File: config.mk
export PLATFORM = sky130hd
export DESIGN_NAME = srrs_regs
export DESIGN_NICKNAME = d
export VERILOG_FILES = /design/src/rtl/core/srrs_pkg.sv /design/src/rtl/core/srrs_regs.sv
export SDC_FILE = /design/constraint.sdc
export NUM_CORES = 1
export LEC_CHECK = 0
export BUFFER_PORTS_ARGS = -buffer_cell sky130_fd_sc_hd__buf_2
export CAP_MARGIN = 30
export CORE_ASPECT_RATIO = 0.75
export CORE_MARGIN = 2
export CORE_UTILIZATION = 45
export DETAILED_ROUTE_END_ITERATION = 7
export GPL_TIMING_DRIVEN = 0
export PLACE_DENSITY = 0.85
export SKIP_LAST_GASP = 1
export SLEW_MARGIN = 30
export SYNTH_ARGS = -nofsm -noshare
export SYNTH_HDL_FRONTEND = slang
export SYNTH_SLANG_ARGS = --single-unit
export TNS_END_PERCENT = 5
File: constraint.sdc
create_clock -name clk -period 2.4 [get_ports clk]
set_clock_uncertainty 0.05 [all_clocks]
set_input_delay 0.48 -clock clk [delete_from_list [all_inputs] [get_ports clk]]
set_output_delay 0.48 -clock clk [all_outputs]
set_load 0.05 [all_outputs]
File: src/rtl/core/srrs_pkg.sv
// Package of the sparse transpose row remap and sort core: sizes, item and control types.
`default_nettype none

package srrs_pkg;

    // Storage and field sizes.
    localparam int MAX_ENTRIES = 64;
    localparam int IDX_W       = 16;
    localparam int DIM_W       = 16;
    localparam int VAL_W       = 64;
    localparam int PROD_W      = 2 * DIM_W;
    localparam int ADDR_W      = $clog2(MAX_ENTRIES);
    localparam int CNT_W       = $clog2(MAX_ENTRIES + 1);
    localparam int DIV_CNT_W   = $clog2(IDX_W);

    // One input item.
    typedef struct packed {
        logic [IDX_W-1:0] row_index;
        logic [VAL_W-1:0] entry_value;
        logic             column_end;
    } srrs_in_t;

    // One result item.
    typedef struct packed {
        logic [IDX_W-1:0] new_row_index;
        logic [VAL_W-1:0] out_value;
        logic             last_of_column;
        logic             overflow;
        logic             out_of_range;
    } srrs_out_t;

    // Commands from the controller to the datapath.
    typedef struct packed {
        logic load;
        logic div_step;
        logic mul_range;
        logic mul_key;
        logic add_key;
        logic ins_start;
        logic ins_step;
        logic put;
        logic mark_ovf;
        logic out_start;
        logic out_load;
        logic out_next;
        logic col_clear;
    } srrs_cmd_t;

    // Status from the datapath to the controller.
    typedef struct packed {
        logic div_last;
        logic full;
        logic empty;
        logic shift;
        logic pos_zero;
        logic end_col;
        logic out_taken;
        logic out_last;
    } srrs_stat_t;

endpackage

`default_nettype wire

File: src/rtl/core/srrs_regs.sv
// Configuration register file of the remap core, reached through an APB-style port.
`default_nettype none

module srrs_regs (
    input  wire logic                       clk,
    input  wire logic                       rst_n,
    input  wire logic                       psel,
    input  wire logic                       penable,
    input  wire logic                       pwrite,
    input  wire logic [2:0]                 paddr,
    input  wire logic [31:0]                pwdata,
    output logic      [31:0]                prdata,
    output logic                            pready,
    output logic      [srrs_pkg::DIM_W-1:0] rows_a,
    output logic      [srrs_pkg::DIM_W-1:0] cols_a
);
    import srrs_pkg::*;

    localparam logic REG_ROWS = 1'b0;
    localparam logic REG_COLS = 1'b1;

    logic [DIM_W-1:0] rows_reg;
    logic [DIM_W-1:0] cols_reg;
    logic             wr_en;

    assign pready = 1'b1;
    assign wr_en  = psel && penable && pwrite;

    always_ff @(posedge clk or negedge rst_n)
    begin
        if (!rst_n)
        begin
            rows_reg <= DIM_W'(1);
            cols_reg <= DIM_W'(1);
        end
        else if (wr_en)
        begin
            unique case (paddr[2])
                REG_ROWS: rows_reg <= pwdata[DIM_W-1:0];
                REG_COLS: cols_reg <= pwdata[DIM_W-1:0];
                default:  ;
            endcase
        end
    end

    always_comb
    begin
        unique case (paddr[2])
            REG_ROWS: prdata = 32'(rows_reg);
            REG_COLS: prdata = 32'(cols_reg);
            default:  prdata = '0;
        endcase
    end

    assign rows_a = rows_reg;
    assign cols_a = cols_reg;

endmodule

`default_nettype wire

==> impl_metrics.env <==
export IMPL_status="finished, final reports clean"
export IMPL_die_w_um=72.9
export IMPL_yosysSeqAreaShare=0.502
export IMPL_setup_viol=0
export IMPL_ys_top_cells_by_count="mux2_2 (38), dfrtp_1 (30), buf_4 (17)"
export IMPL_routed_wl_um=3150
export IMPL_crit_arrival_ns=1.47
export IMPL_multi_input_area_um2=687
export IMPL_cts_root_buf="clkbuf_8"
export IMPL_drcViolationCount=0
export IMPL_synth_top_area_cell="dfrtp_1"
export IMPL_synthArstFlopShare=1.00
export IMPL_busiest_layer="met2"
export IMPL_antenna_cells=0
export IMPL_setup_slack_ns=0.397
export IMPL_insertion_delay_ns=0.26
export IMPL_detail_route_antenna_nets=0
export IMPL_hold_buffers=0
export IMPL_cts_buffer_depth=2
export IMPL_synth_seq_cells=32
export IMPL_post_place_cells=228
export IMPL_power_density_nw_per_um2=1130
export IMPL_worstSetupStartpointType="primary input"
export IMPL_register_area_um2=803
export IMPL_dr_pass1_iters=4
export IMPL_p_sw_mw=1.15
export IMPL_dp_hpwl_um=2420
export IMPL_area_delta_synth_final_pct=34.6
export IMPL_pwr_share_comb=0.491
export IMPL_grt_pass1_vias=1060
export IMPL_netlist_area_um2=1600
export IMPL_use_met1=0.216
export IMPL_cts_tree="yes"
export IMPL_ir_drop_mv=0.646
export IMPL_power_frac_clock=0.200
export IMPL_max_stage_delay_ns=0.37
export IMPL_p_leak_nw=1.16
export IMPL_worst_path_max_delay_cell="mux2_2"
export IMPL_cpMostUsedCell="buf_2"
export IMPL_finalCriticalPeriod_ns=2.00
export IMPL_worst_pin_slew_ns=0.673
export IMPL_antenna_found_initial=0
export IMPL_vias=1080
export IMPL_dr_first_iter_drc_count=18
export IMPL_portBuffers=68
export IMPL_start_util=0.477
export IMPL_worstPathRequired_ns=1.87
export IMPL_rsz0062_at_grt="no"
export IMPL_grt_ovfl_total=0
export IMPL_hold_viol=0
export IMPL_worstSetupEndpointType="output pin"
export IMPL_utilization=0.642
export IMPL_cts_buffers=5
export IMPL_path_cells="buf_6 -> buf_2 -> mux2_2 -> buf_2"
export IMPL_synthTopCellsByArea="dfrtp_1 (47%), mux2_2 (27%), mux2_4 (9.4%)"
export IMPL_num_rows=18
export IMPL_syn_inst=105
export IMPL_clkTransAtPathRegs_ns=0.07
export IMPL_dp_slack_ns=0.373
export IMPL_htree_levels=2
export IMPL_vias_per_cell=4.58
export IMPL_avgSynthCellArea_um2=15.2
export IMPL_use_met3=0.0562
export IMPL_fmax_ghz=0.499
export IMPL_ys_flop_type="dfrtp_1"
export IMPL_die_area_um2=4050
export IMPL_netlist_area_leader_share=0.469
export IMPL_synth_most_common_cell="mux2_2"
export IMPL_cts_resized=0
export IMPL_finalNonFillerCells=236
export IMPL_postCtsSetupRepairBufs=0
export IMPL_die_h_um=55.6
export IMPL_cts_sinks=32
export IMPL_tns_ns=0
export IMPL_timing_final_max_slew_violations=0
export IMPL_maxSlewHeadroom=0.551
export IMPL_coreArea_um2=3360
export IMPL_gr_usage_all_layers=0.166
export IMPL_grtUsageMet2=0.265
export IMPL_nets=235
export IMPL_finalCritPeriodShare=0.835
export IMPL_maxCapViolCount=0
export IMPL_drive_above_1_share=0.755
export IMPL_p_total_mw=2.44
export IMPL_gp_congestion=0.714
export IMPL_hold_path_class="primary input to async pin"
export IMPL_yosysUniqueCellTypes=10
export IMPL_seq_power_share=0.308
export IMPL_p_int_mw=1.29
export IMPL_io_pins=105
export IMPL_grt_max_degree=33
export IMPL_r2r_start="cols_a[10]"
export IMPL_yosysWarningCount=0
export IMPL_cp_max_fo=10
export IMPL_path_class="primary input to output pin"
export IMPL_drt_wirelength_per_cell_um=13.4
export IMPL_netSwitchingFraction=0.470
export IMPL_synth_edf_count=0
export IMPL_num_fill_cells=269
export IMPL_grt_first_pass_wirelength_um=5060
export IMPL_startpoint="paddr[2]"
[metal layers]
metal | vias up | wire length [um]
met1 | 523 | 1440
met2 | 41 | 1520
met3 | 2 | 175
li1 | 514 | -
met5 | - | 0
met4 | 0 | 10
[state kept, by name, indices dropped and copies added, names as in the netlist]
register and flops:
cols_a 16, rows_a 16
[layout by cell type (no fill, tap or decap)]
| master | count |
|---|---|
| buf_6 | 3 |
| nand4_4 | 1 |
| nand4b_4 | 1 |
| buf_4 | 17 |
| mux2_2 | 38 |
| dfrtp_1 | 30 |
| dfstp_2 | 2 |
| bufinv_16 | 1 |
| buf_2 | 69 |
| clkbuf_8 | 5 |
| clkbuf_1 | 1 |
| conb_1 | 17 |
| clkinv_2 | 1 |
| mux2_4 | 10 |
[cells by family after synthesis]
group,Yosys count,share of synthesized area
buf+inv,21,0.104
flops,32,0.502
mux,48,0.361
other cells,2,0.00469
simple gates,2,0.0281
[per-stage QoR]
step | hold WS [ns] | area [um^2]
2_1_floorplan | 0.134 | 1660
3_3_place_gp | 0.455 | 2050
3_5_place_dp | 0.458 | 2050
4_1_cts | 0.218 | 2150
5_1_grt | 0.259 | 2150
6_report | 0.193 | 2150
[layout make-up]
class | instances | share of cell area
Timing Repair Buffer | 68 | 0.158
Buffer | 21 | 0.0772
Clock inverter | 2 | 0.0163
Tap cell | 40 | 0.0232
Sequential cell | 32 | 0.373
Clock buffer | 6 | 0.0337
Multi-Input combinational cell | 67 | 0.319
[critical path, delay by kind of cell]
| kind | cells | cell delay [ns] |
|---|---|---|
| buffers and inverters | 3 | 0.61 |
| muxes | 1 | 0.37 |
[worst paths after layout]
check	end	slack (ns)	cells past startpoint
setup / recovery	prdata[4]	0.40	4
hold / removal	cols_a[3]	0.19	1
setup reg to reg	cols_a[10]	1.55	1
hold reg to reg	cols_a[1]	0.47	1
max in group asynchronous	rows_a[8]	1.67	1
min in group clk	rows_a[7]	0.40	2
[power groups by stage]
stage | logic (mW) | clock network (mW) | registers, mW
after floorplan | 0.538 | 0 | 1.17
after global placement | 1.19 | 0 | 0.754
after detailed placement | 1.21 | 0 | 0.760
after CTS | 1.21 | 0.498 | 0.755
after global routing | 1.24 | 0.522 | 0.773
final | 1.20 | 0.488 | 0.753
Power figures use the tool's default switching activity.
