File: src/rtl/core/srrs_pkg.sv
// Package of the sparse transpose row remap and sort core: sizes, item and control types.
`default_nettype none

package srrs_pkg;

    // Storage and field sizes.
    localparam int MAX_ENTRIES = 64;
    localparam int IDX_W       = 16;
    localparam int DIM_W       = 16;
    localparam int VAL_W       = 64;
    localparam int PROD_W      = 2 * DIM_W;
    localparam int ADDR_W      = $clog2(MAX_ENTRIES);
    localparam int CNT_W       = $clog2(MAX_ENTRIES + 1);
    localparam int DIV_CNT_W   = $clog2(IDX_W);

    // One input item.
    typedef struct packed {
        logic [IDX_W-1:0] row_index;
        logic [VAL_W-1:0] entry_value;
        logic             column_end;
    } srrs_in_t;

    // One result item.
    typedef struct packed {
        logic [IDX_W-1:0] new_row_index;
        logic [VAL_W-1:0] out_value;
        logic             last_of_column;
        logic             overflow;
        logic             out_of_range;
    } srrs_out_t;

    // Commands from the controller to the datapath.
    typedef struct packed {
        logic load;
        logic div_step;
        logic mul_range;
        logic mul_key;
        logic add_key;
        logic ins_start;
        logic ins_step;
        logic put;
        logic mark_ovf;
        logic out_start;
        logic out_load;
        logic out_next;
        logic col_clear;
    } srrs_cmd_t;

    // Status from the datapath to the controller.
    typedef struct packed {
        logic div_last;
        logic full;
        logic empty;
        logic shift;
        logic pos_zero;
        logic end_col;
        logic out_taken;
        logic out_last;
    } srrs_stat_t;

endpackage

`default_nettype wire

File: src/rtl/core/srrs_ctrl.sv
// Controller state machine that sequences division, remap, sorted insertion and emission.
`default_nettype none

module srrs_ctrl (
    input  wire logic                 clk,
    input  wire logic                 rst_n,
    input  wire logic                 in_valid,
    output logic                      in_stall,
    input  wire srrs_pkg::srrs_stat_t stat,
    output srrs_pkg::srrs_cmd_t       cmd
);
    import srrs_pkg::*;

    localparam logic [3:0] ST_IDLE     = 4'd0;
    localparam logic [3:0] ST_DIV      = 4'd1;
    localparam logic [3:0] ST_MULR     = 4'd2;
    localparam logic [3:0] ST_MULK     = 4'd3;
    localparam logic [3:0] ST_ADDK     = 4'd4;
    localparam logic [3:0] ST_INS      = 4'd5;
    localparam logic [3:0] ST_INS_CMP  = 4'd6;
    localparam logic [3:0] ST_INS_PUT  = 4'd7;
    localparam logic [3:0] ST_FINISH   = 4'd8;
    localparam logic [3:0] ST_OUT_LOAD = 4'd9;
    localparam logic [3:0] ST_OUT_WAIT = 4'd10;

    logic [3:0] state_reg;
    logic [3:0] state_next;

    assign in_stall = (state_reg != ST_IDLE);

    always_comb
    begin
        state_next = state_reg;
        cmd        = '0;
        unique case (state_reg)
            ST_IDLE:
            begin
                if (in_valid)
                begin
                    cmd.load   = 1'b1;
                    state_next = ST_DIV;
                end
            end
            ST_DIV:
            begin
                cmd.div_step = 1'b1;
                if (stat.div_last)
                begin
                    state_next = ST_MULR;
                end
            end
            ST_MULR:
            begin
                cmd.mul_range = 1'b1;
                state_next    = ST_MULK;
            end
            ST_MULK:
            begin
                cmd.mul_key = 1'b1;
                state_next  = ST_ADDK;
            end
            ST_ADDK:
            begin
                cmd.add_key = 1'b1;
                state_next  = ST_INS;
            end
            ST_INS:
            begin
                if (stat.full)
                begin
                    cmd.mark_ovf = 1'b1;
                    state_next   = ST_FINISH;
                end
                else if (stat.empty)
                begin
                    cmd.put    = 1'b1;
                    state_next = ST_FINISH;
                end
                else
                begin
                    cmd.ins_start = 1'b1;
                    state_next    = ST_INS_CMP;
                end
            end
            ST_INS_CMP:
            begin
                cmd.ins_step = 1'b1;
                if (!stat.shift)
                begin
                    state_next = ST_FINISH;
                end
                else if (stat.pos_zero)
                begin
                    state_next = ST_INS_PUT;
                end
            end
            ST_INS_PUT:
            begin
                cmd.put    = 1'b1;
                state_next = ST_FINISH;
            end
            ST_FINISH:
            begin
                if (!stat.end_col)
                begin
                    state_next = ST_IDLE;
                end
                else if (stat.empty)
                begin
                    cmd.col_clear = 1'b1;
                    state_next    = ST_IDLE;
                end
                else
                begin
                    cmd.out_start = 1'b1;
                    state_next    = ST_OUT_LOAD;
                end
            end
            ST_OUT_LOAD:
            begin
                cmd.out_load = 1'b1;
                state_next   = ST_OUT_WAIT;
            end
            ST_OUT_WAIT:
            begin
                if (stat.out_taken)
                begin
                    if (stat.out_last)
                    begin
                        cmd.col_clear = 1'b1;
                        state_next    = ST_IDLE;
                    end
                    else
                    begin
                        cmd.out_next = 1'b1;
                        state_next   = ST_OUT_LOAD;
                    end
                end
            end
            default:
            begin
                state_next = ST_IDLE;
            end
        endcase
    end

    always_ff @(posedge clk or negedge rst_n)
    begin
        if (!rst_n)
        begin
            state_reg <= ST_IDLE;
        end
        else
        begin
            state_reg <= state_next;
        end
    end

endmodule

`default_nettype wire

File: config.mk
export PLATFORM = sky130hd
export DESIGN_NAME = srrs_ctrl
export DESIGN_NICKNAME = d
export VERILOG_FILES = /design/src/rtl/core/srrs_pkg.sv /design/src/rtl/core/srrs_ctrl.sv
export SDC_FILE = /design/constraint.sdc
export NUM_CORES = 1
export LEC_CHECK = 0
export ABC_CLOCK_PERIOD_IN_PS = 2500
export BUFFER_PORTS_ARGS = -buffer_cell sky130_fd_sc_hd__buf_4
export CORE_AREA = 4 4 41 43
export DETAILED_ROUTE_END_ITERATION = 10
export DIE_AREA = 0 0 45 47
export GPL_TIMING_DRIVEN = 0
export PLACE_DENSITY_LB_ADDON = 0.08
export SKIP_CTS_REPAIR_TIMING = 1
export SYNTH_ARGS = -nofsm -noshare
export SYNTH_HDL_FRONTEND = slang
export SYNTH_SLANG_ARGS = --single-unit
export TNS_END_PERCENT = 100
File: constraint.sdc
create_clock -name clk -period 2.5 [get_ports clk]
set_clock_uncertainty 0.05 [all_clocks]
set_input_delay 0.5 -clock clk [delete_from_list [all_inputs] [get_ports clk]]
set_output_delay 0.5 -clock clk [all_outputs]
set_load 0.005 [all_outputs]
==> flow_metrics.env <==
export IMPL_status="complete, no violations"
export IMPL_grt_max_degree=11
export IMPL_powerDensity_mw_per_mm2=1070
export IMPL_grt_pass1_vias=573
export IMPL_ys_flop_type="dfrtp_1"
export IMPL_synthArstFlopShare=1.00
export IMPL_drive_gt1_frac=0.352
export IMPL_post_route_min_period_ns=1.95
export IMPL_cts_htree_levels=1
export IMPL_antennaDiodeCount=0
export IMPL_ant_nets=0
export IMPL_syn_instance_count=63
export IMPL_num_vias=587
export IMPL_worstSetupStartpointType="flip-flop"
export IMPL_hp_class="in2reg"
export IMPL_post_dp_cell_area_um2=656
export IMPL_clk_latency_ns=0.23
export IMPL_syn_area_per_cell_um2=7.25
export IMPL_synthTopCellsByArea="dfrtp_1 (22%), a21oi_1 (6.6%), nor3_1 (6.6%), o21ai_0 (6.6%), buf_6 (4.9%)"
export IMPL_path_class="reg2out"
export IMPL_setup_viol=0
export IMPL_rsz0062_at_grt="false"
export IMPL_syn2layout_area_growth_pct=50.7
export IMPL_cp_required_ns=1.95
export IMPL_synth_distinct_cells=30
export IMPL_numCtsBuffers=3
export IMPL_slew_headroom=0.803
export IMPL_cts_root_buffer="clkbuf_4"
export IMPL_wl_per_cell_um=13.7
export IMPL_ios=25
export IMPL_route_detailed_drc=0
export IMPL_finish_utilization=0.529
export IMPL_first_iter_violations=10
export IMPL_clock_sinks=4
export IMPL_port_buffers=24
export IMPL_hold_ws_ns=0.526
export IMPL_synth_seq_cells=4
export IMPL_pre_cts_slack_ns=0.788
export IMPL_totalWireLength_mm=1.45
export IMPL_firstDrtPassIters=4
export IMPL_max_freq_ghz=0.512
export IMPL_synth_edf_count=0
export IMPL_die_area_mm2=0.00212
export IMPL_netlist_area_um2=457
export IMPL_cp_max_fo=10
export IMPL_synth_fp_nets=74
export IMPL_endpoint_kind="primary output"
export IMPL_mostFrequentLayoutCell="buf_4"
export IMPL_nets=104
export IMPL_final_cell_mix="buf_4 (25), nor3_1 (6), inv_1 (6), a21oi_1 (6), o21ai_0 (6)"
export IMPL_arrival_ns=1.40
export IMPL_gp_congestion=0.791
export IMPL_ir_drop_mv=0.567
export IMPL_timing_final_crit_share=0.782
export IMPL_rows=13
export IMPL_grt_pass1_wl_mm=2.46
export IMPL_finalHoldViolCount=0
export IMPL_viasPerCell=5.54
export IMPL_p_total_uw=737
export IMPL_clk_pin_slew_ns=0.03
export IMPL_synth_top_area_share=0.219
export IMPL_setup_tns_ns=0
export IMPL_grtUsageTotal=0.156
export IMPL_ys_seq_area_frac=0.219
export IMPL_die_w_um=45
export IMPL_start_util=0.351
export IMPL_worst_slack_ns=0.546
export IMPL_dp_hpwl_mm=1.18
export IMPL_dieHeight_um=47
export IMPL_drv_slew=0
export IMPL_coreArea_mm2=0.00130
export IMPL_yosys_area_top_type="dfrtp_1"
export IMPL_gr_total_overflow=0
export IMPL_largest_register_ffs=4
export IMPL_final_area_um2=688
export IMPL_p_leak_nw=0.330
export IMPL_dp_cells=102
export IMPL_maxCapViolCount=0
export IMPL_yosysWarnings=0
export IMPL_worst_pin_slew_ns=0.295
export IMPL_cts_tree="yes"
export IMPL_antenna_found_initial=0
export IMPL_clockBufferDepth=2
export IMPL_final_cells=106
[critical path: stages, from the launching register on]
cell,delay [ns]
dfrtp_1,0.40
buf_6,0.16
nor2_1,0.20
and4b_1,0.29
buf_4,0.13
[routing by layer]
metal  global-route usage  part of all wire
met1                0.191              0.43
met2                0.268              0.51
met3               0.0498             0.063
met4               0.0351                 0
met5                    0                 0
[report_power, final]
group	total, mW	leakage, nW	switching, mW	internal, mW
Sequential	0.122	0.0505	0.0240	0.0985
Combinational	0.537	0.266	0.288	0.249
Clock	0.0769	0.0138	0.0235	0.0535
[cell usage after synthesis (all sizes together), types with 2 or more instances]
library cell  n
o21ai         6
or3           2
dfrtp         4
nor3          6
buf           4
nor2          5
nand2b        3
inv           6
and3          2
a21oi         6
nor2b         2
nand4         2
[cell families (layout without fill, tap and decap cells)]
kind of cell           Yosys count  in the layout  share of synthesized area
buffers and inverters           10             38                      0.126
muxes                            1              1                     0.0219
AOI/OAI and AO/OA               18             18                      0.238
DFF                              4              4                      0.219
and+or+nand+nor                 30             30                      0.395
[worst paths after layout]
kind / from / to / slack, ns / cells past startpoint
setup reg to reg: state_reg[0] / state_reg[1] / 1.01 / 5
max in group asynchronous: rst_n / state_reg[0] / 1.73 / 2
hold reg to reg: state_reg[2] / state_reg[3] / 0.65 / 3
hold / removal: stat[7] / state_reg[0] / 0.53 / 3
min in group asynchronous: rst_n / state_reg[2] / 0.56 / 2
setup / recovery: state_reg[1] / cmd[3] / 0.55 / 4
[cell type report]
class / count / area (µm²)
well taps: 15 / 18.8
repair buffers: 25 / 190
multi-input cells: 49 / 299
flip-flops and latches: 4 / 100
inverters: 6 / 22.5
clock buffers: 3 / 22.5
plain buffers: 4 / 35.0
fillers: 144 / 613
Power figures use the tool's default switching activity.
